## config.mk

```make
export PLATFORM = sky130hd
export DESIGN_NAME = alpha_premultiply_convert_core
export DESIGN_NICKNAME = d
export VERILOG_FILES = /design/src/rtl/apc_pkg.sv /design/src/rtl/alpha_premultiply_convert_core.sv
export VERILOG_INCLUDE_DIRS = /design/src /design/src/rtl
export SDC_FILE = /design/constraint.sdc
export NUM_CORES = 1
export LEC_CHECK = 0
export BUFFER_PORTS_ARGS = -buffer_cell sky130_fd_sc_hd__buf_2
export CAP_MARGIN = 15
export CORE_UTILIZATION = 40
export DETAILED_ROUTE_END_ITERATION = 10
export PLACE_DENSITY_LB_ADDON = 0.3
export SLEW_MARGIN = 15
export SYNTH_ARGS = -nofsm -noshare
export SYNTH_HDL_FRONTEND = slang
export SYNTH_SLANG_ARGS = --single-unit
```

## constraint.sdc

```tcl
create_clock -name clk -period 7.6 [get_ports clk]
set_input_delay 0.76 -clock clk [delete_from_list [all_inputs] [get_ports clk]]
set_output_delay 0.76 -clock clk [all_outputs]
set_load 0.1 [all_outputs]
```

## src/rtl/alpha_premultiply_convert_core_macros.svh

```systemverilog
// assertion helpers shared by the rtl
`ifndef ALPHA_PREMULTIPLY_CONVERT_CORE_MACROS_SVH
`define ALPHA_PREMULTIPLY_CONVERT_CORE_MACROS_SVH

// implication checked outside reset
`define APC_ASSERT_IMPL(lbl, ante, cons) \
  lbl: assert property (@(posedge clk) disable iff (rst) (ante) |-> (cons)) \
    else $error("apc assertion failed");

// next-cycle implication, also checked across reset
`define APC_ASSERT_NEXT(lbl, ante, cons) \
  lbl: assert property (@(posedge clk) (ante) |=> (cons)) \
    else $error("apc assertion failed");

`endif

```

## src/rtl/apc_pkg.sv

```systemverilog
package apc_pkg;

  localparam int PIX_W         = 8;
  localparam int NUM_W         = 2 * PIX_W;
  localparam int NUM_LANES     = 3;
  localparam int BITS_PER_STEP = 2;
  localparam int DIV_STAGES    = PIX_W / BITS_PER_STEP;
  localparam int RND_W         = PIX_W - 1;

  localparam logic [PIX_W-1:0] PIX_MAX  = {PIX_W{1'b1}};
  localparam logic [RND_W-1:0] PM_ROUND = {RND_W{1'b1}};

  typedef enum logic [1:0] {
    FUNC_UNPREMUL = 2'd0,
    FUNC_PREMUL   = 2'd1,
    FUNC_GREY     = 2'd2,
    FUNC_BYPASS   = 2'd3
  } func_t;

  typedef logic [PIX_W-1:0] pix_t;
  typedef logic [NUM_W-1:0] num_t;

  typedef struct packed {
    num_t rem;
    pix_t quo;
  } div_state_t;

  // restoring division, BITS_PER_STEP quotient bits from the top down
  function automatic div_state_t div_steps(input num_t rem, input pix_t quo,
                                           input pix_t den, input int unsigned stage);
    div_state_t st;
    num_t       dsh;
    logic [2:0] pos;
    st.rem = rem;
    st.quo = quo;
    for (int b = 0; b < BITS_PER_STEP; b++) begin
      pos = 3'(PIX_W - 1 - int'(stage) * BITS_PER_STEP - b);
      dsh = num_t'(den) << pos;
      if (st.rem >= dsh) begin
        st.rem = st.rem - dsh;
        st.quo[pos] = 1'b1;
      end
    end
    return st;
  endfunction

endpackage

```

## src/rtl/alpha_premultiply_convert_core.sv

```systemverilog
// throughput: one pixel per clock; a stall at m_tready backs up the five-stage
// pipeline (one multiply stage, four stages of two-bit restoring division per lane)
// reset: rst synchronous, active high, clears every stage valid bit; payload
// registers are not reset
module alpha_premultiply_convert_core
  import apc_pkg::*;
(
  input  logic                          clk,
  input  logic                          rst,
  input  logic                          s_tvalid,
  output logic                          s_tready,
  input  logic [NUM_LANES*PIX_W+PIX_W-1:0] s_tdata,  // in_red, in_green, in_blue, in_alpha
  input  logic [1:0]                    s_tuser,  // func
  output logic                          m_tvalid,
  input  logic                          m_tready,
  output logic [NUM_LANES*PIX_W+PIX_W-1:0] m_tdata   // out_red, out_green, out_blue, out_alpha
);

  `include "alpha_premultiply_convert_core_macros.svh"

  localparam int LAST = DIV_STAGES;

  logic [LAST:0] vld;
  logic [LAST:0] adv;

  num_t rem   [0:LAST-1][0:NUM_LANES-1];
  pix_t quo   [1:LAST-1][0:NUM_LANES-1];
  logic ovf   [1:LAST-1][0:NUM_LANES-1];
  pix_t chan  [0:LAST-1][0:NUM_LANES-1];
  pix_t den   [0:LAST-1];
  logic pass  [0:LAST-1];
  pix_t alpha [0:LAST];
  pix_t res   [0:NUM_LANES-1];

  // stage 0 inputs
  func_t fn;
  pix_t  a_in;
  pix_t  mul_m;
  pix_t  den_in;
  logic [RND_W-1:0] rnd;
  logic  pass_in;
  pix_t  c_in   [0:NUM_LANES-1];
  num_t  num_in [0:NUM_LANES-1];

  div_state_t nx   [1:LAST][0:NUM_LANES-1];
  logic       ovf1 [0:NUM_LANES-1];

  // backpressure: a stage moves when it is empty or the next one moves
  always_comb begin
    adv[LAST] = !vld[LAST] || m_tready;
    for (int k = LAST - 1; k >= 0; k--) begin
      adv[k] = !vld[k] || adv[k+1];
    end
  end

  assign s_tready = adv[0];
  assign m_tvalid = vld[LAST];

  always_comb begin
    fn   = func_t'(s_tuser);
    a_in = s_tdata[NUM_LANES*PIX_W +: PIX_W];
    unique case (fn)
      FUNC_UNPREMUL: begin
        mul_m   = PIX_MAX;
        rnd     = RND_W'(a_in >> 1);
        den_in  = a_in;
        pass_in = (a_in == '0) || (a_in == PIX_MAX);
      end
      FUNC_PREMUL, FUNC_GREY: begin
        mul_m   = a_in;
        rnd     = PM_ROUND;
        den_in  = PIX_MAX;
        pass_in = (a_in == PIX_MAX);
      end
      FUNC_BYPASS: begin
        mul_m   = a_in;
        rnd     = PM_ROUND;
        den_in  = PIX_MAX;
        pass_in = 1'b1;
      end
      default: begin
        mul_m   = a_in;
        rnd     = PM_ROUND;
        den_in  = PIX_MAX;
        pass_in = 1'b1;
      end
    endcase
    for (int l = 0; l < NUM_LANES; l++) begin
      // grey copies the red channel into every lane
      c_in[l]   = (fn == FUNC_GREY) ? s_tdata[PIX_W-1:0] : s_tdata[l*PIX_W +: PIX_W];
      num_in[l] = num_t'(c_in[l]) * num_t'(mul_m) + num_t'(rnd);
    end
  end

  always_comb begin
    for (int l = 0; l < NUM_LANES; l++) begin
      nx[1][l] = div_steps(rem[0][l], '0, den[0], 0);
      // quotient above 255 means saturate
      ovf1[l]  = rem[0][l] >= (num_t'(den[0]) << PIX_W);
      for (int k = 2; k <= LAST; k++) begin
        nx[k][l] = div_steps(rem[k-1][l], quo[k-1][l], den[k-1], k - 1);
      end
    end
  end

  always_ff @(posedge clk) begin
    if (rst) begin
      vld <= '0;
    end else begin
      if (adv[0]) begin
        vld[0] <= s_tvalid;
      end
      for (int k = 1; k <= LAST; k++) begin
        if (adv[k]) begin
          vld[k] <= vld[k-1];
        end
      end
    end
  end

  always_ff @(posedge clk) begin
    if (adv[0]) begin
      den[0]   <= den_in;
      pass[0]  <= pass_in;
      alpha[0] <= a_in;
      for (int l = 0; l < NUM_LANES; l++) begin
        rem[0][l]  <= num_in[l];
        chan[0][l] <= c_in[l];
      end
    end
    if (adv[1]) begin
      den[1]   <= den[0];
      pass[1]  <= pass[0];
      alpha[1] <= alpha[0];
      for (int l = 0; l < NUM_LANES; l++) begin
        rem[1][l]  <= nx[1][l].rem;
        quo[1][l]  <= nx[1][l].quo;
        ovf[1][l]  <= ovf1[l];
        chan[1][l] <= chan[0][l];
      end
    end
    for (int k = 2; k < LAST; k++) begin
      if (adv[k]) begin
        den[k]   <= den[k-1];
        pass[k]  <= pass[k-1];
        alpha[k] <= alpha[k-1];
        for (int l = 0; l < NUM_LANES; l++) begin
          rem[k][l]  <= nx[k][l].rem;
          quo[k][l]  <= nx[k][l].quo;
          ovf[k][l]  <= ovf[k-1][l];
          chan[k][l] <= chan[k-1][l];
        end
      end
    end
    if (adv[LAST]) begin
      alpha[LAST] <= alpha[LAST-1];
      for (int l = 0; l < NUM_LANES; l++) begin
        if (pass[LAST-1]) begin
          res[l] <= chan[LAST-1][l];
        end else if (ovf[LAST-1][l]) begin
          res[l] <= PIX_MAX;
        end else begin
          res[l] <= nx[LAST][l].quo;
        end
      end
    end
  end

  assign m_tdata = {alpha[LAST], res[2], res[1], res[0]};

  `APC_ASSERT_NEXT(a_reset_empty, rst, !m_tvalid)
  `APC_ASSERT_IMPL(a_empty_out_ready, !m_tvalid, s_tready)
  `APC_ASSERT_IMPL(a_full_stall_blocks, (&vld) && !m_tready, !s_tready)

endmodule
```

==> flow_summary_export.csv <==
group,metric,value,unit
run_status,status,"finished, violations left",
run_status,violations,"design-rule violations",
finish,seqCellArea,13100,µm²
timing,fin_skew,0.0310,ns
synthesis,syn_nets,3597,
finish,drive_gt1_share,8.99,%
synthesis,ys_top_cells_by_count,"433 x edfxtp_1, 331 x ha_1, 331 x inv_1",
synthesis,synth_cell_types,88,
critical_path,crit_type,"flip-flop to flip-flop",
timing,period_minus_slack,6.00,ns
detailed_routing,drt_wl_total,73.8,mm
detailed_routing,wire_per_inst,17.3,µm
critical_path,cp_max_fo,15,
synthesis,netlist.top_cell.by_area,"edfxtp_1",
global_route,grt_overflow,0,
detailed_routing,vias,22500,
synthesis,yosysWarnings,0,
detailed_routing,drt_iter0_markers,1439,
synthesis,ys_seq_area_share,40.1,%
synthesis,synth_top_area_share,39.8,%
timing,slew_headroom,34.7,%
critical_path,regToRegSetupSlack,1.60,ns
critical_path,rr_startpoint,"den[2][1]",
cts,numCtsBuffers,49,
synthesis,syn_avg_cell_area,10.6,µm²
timing,hold_viol_final,0,
detailed_routing,drc,8,
global_route,grt_max_degree,78,
cts,cts.reportedPaths.clkPinSlew,0.06,ns
timing,max_freq,167,MHz
floorplan,die_w,288,µm
cts,insertion_delay,0.62,ns
timing,hold-worst-slack,0.364,ns
power_and_ir_drop,power_density,442,nW/µm²
timing,timing.final.setup_violations,0,
detailed_routing,first_pass_iters,10,
synthesis,synthFlopType,"edfxtp_1",
critical_path,startpoint_type,"flip-flop",
cts,clock_tree.buffer_depth,3,
placed_design,hpwl,56.7,mm
cts,cts_root_buffer,"clkbuf_16",
global_route,grt_pass1_vias,21600,
min_path,min_to,"vld[0]",
timing,period_share,78.9,%
cts,post_cts_resized,0,
floorplan,dieArea,82800,µm²
synthesis,syn_area,32700,µm²
synthesis,synth_edf_count,433,
global_route,grt_pass1_wl,117,mm
critical_path,reg2reg_depth,16,
min_path,hp-class,"primary input to flip-flop",
global_route,grtUsageTotal,17.9,%
global_route,antenna_found_initial,4,
floorplan,rows,104,
synthesis,synthArstFlopShare,0,%
synthesis,netlist_top_cells_area,"edfxtp_1 40%, ha_1 13%, fa_1 9.2%",
floorplan,die_h,288,µm
timing,worst_pin_slew,0.980,ns
cts,clock-sinks,438,
cts,cts_tree,"built",
detailed_routing,via_per_inst,5.28,
synthesis,synth-seq-cells,438,
cts,post_cts_buffers,0,
flow_run,cap_violations,0,
placed_design,io_buffers,71,
detailed_routing,ant_nets,0,
cts,ctsHoldBuffers,0,
synthesis,syn_inst,3078,
finish,n_fill_cell,7611,
cts,htreeDepth,2,
placed_design,gp_congestion,0.877,
floorplan,ios,72,
min_path,hold_depth,2,
timing,rsz0062_at_grt,"false",
finish,area_growth,9.69,%
power_and_ir_drop,irDropWorstVdd,254,µV
critical_path,arrival,6.35,ns
synthesis,synth_most_common_cell,"edfxtp_1",
finish,layout.nets,3672,
min_path,worstHoldStart,"rst",
critical_path,required,7.95,ns
floorplan,core_area,80700,µm²
timing,setup_tns,0,ns
finish,multi_input_area,18000,µm²
power_and_ir_drop,leakage,15.7,nW
timing,final_max_slew_viol_count,0,
critical_path,regToRegEndpoint,"rem[3][19]",
critical_path,end_kind,"flip-flop",
floorplan,initial_core_util,40.5,%
layout make-up:
type	instances	share of cell area (%)
inverters	333	3.51
clock inverters	28	0.828
repair buffers	90	1.39
clock buffers	61	3.66
flip-flops and latches	438	36.6
multi-input cells	2241	50.3
well taps	1060	3.70
diodes	1	0.00699
routing by layer:
metal	vias to the layer above	wire, µm	track usage, %	part of all wire, %
met5	-	0	0	0
met4	0	1970	5.12	2.7
met3	112	3670	2.33	5.0
met2	523	32300	27.9	44
met1	10700	35900	25.9	49
li1	11200	-	-	-
cells by family after synthesis:
logic type | after synthesis | synth area share, %
flops | 438 | 40.1
fa+ha+maj | 481 | 21.9
compound gates | 635 | 12.5
xor+xnor | 146 | 3.92
simple gates | 870 | 13.0
mux | 109 | 3.78
buf+inv | 399 | 4.81
placed cells by master (no fill, tap or decap), drive strengths merged, types with 28 or more instances in the layout:
master	Yosys	routed
nor2	311	311
buf	21	90
mux2	81	81
nand2b	41	41
and2	33	33
nand3	29	29
fa	150	150
xnor2	95	95
nand4	31	31
nor2b	65	65
edfxtp	433	433
xor2	51	51
o21ai	149	149
clkbuf	45	61
inv	333	340
mux2i	28	28
nor3	53	53
o21a	62	62
nand2	186	186
ha	331	331
a21o	50	50
a21oi	184	184
critical path, stage by stage, from the launching register on:
cell and delay, ns:
edfxtp_1 0.41, inv_1 0.31, ha_1 0.32, nor2b_1 0.15
o31a_1 0.29, o31ai_2 0.43, and2_1 0.60, o21ai_0 0.34
fa_1 0.52, a21o_1 0.18, a21oi_1 0.21, o21bai_1 0.09
a21oi_1 0.23, a21oi_1 0.15, or2_2 0.34, nor3_2 0.75
mux2_2 0.41
where the power goes:
group / internal [mW] / total (mW) / switching [mW]
registers: 3.88 / 4.37 / 0.487
clock network: 1.38 / 2.37 / 0.997
logic: 4.10 / 9.10 / 5.00
worst max path at each step:
stage | startpoint | endpoint | slack [ns] | depth (start not counted)
floorplan | vld[4] | alpha[0][0] | 1.87 | 4
global placement | s_tuser[0] | rem[0][13] | 1.32 | 20
detailed placement | s_tuser[0] | rem[0][13] | 1.27 | 20
CTS | den[2][1] | rem[3][19] | 1.53 | 16
global route | den[2][1] | rem[3][19] | 1.18 | 16
finish | den[2][1] | rem[3][19] | 1.60 | 16
stage by stage:
step	power (mW)	cells	setup WS [ns]	util, %	cell area (µm²)
2_1_floorplan	11.6	3078	1.87	-	32700
3_3_place_gp	13.3	4162	1.32	42.4	34200
3_5_place_dp	13.4	4162	1.27	42.4	34200
4_1_cts	15.9	4251	1.53	44.4	35800
5_1_grt	17.3	4251	1.18	44.4	35800
6_report	15.8	4252	1.60	44.4	35800
sequential cells by signal (all words and copies together), names as in the netlist:
name / cells
alpha: 40
chan: 96
den: 32
ovf: 9
pass: 4
quo: 36
rem: 192
res: 24
vld: 5
Power figures use the tool's default switching activity.
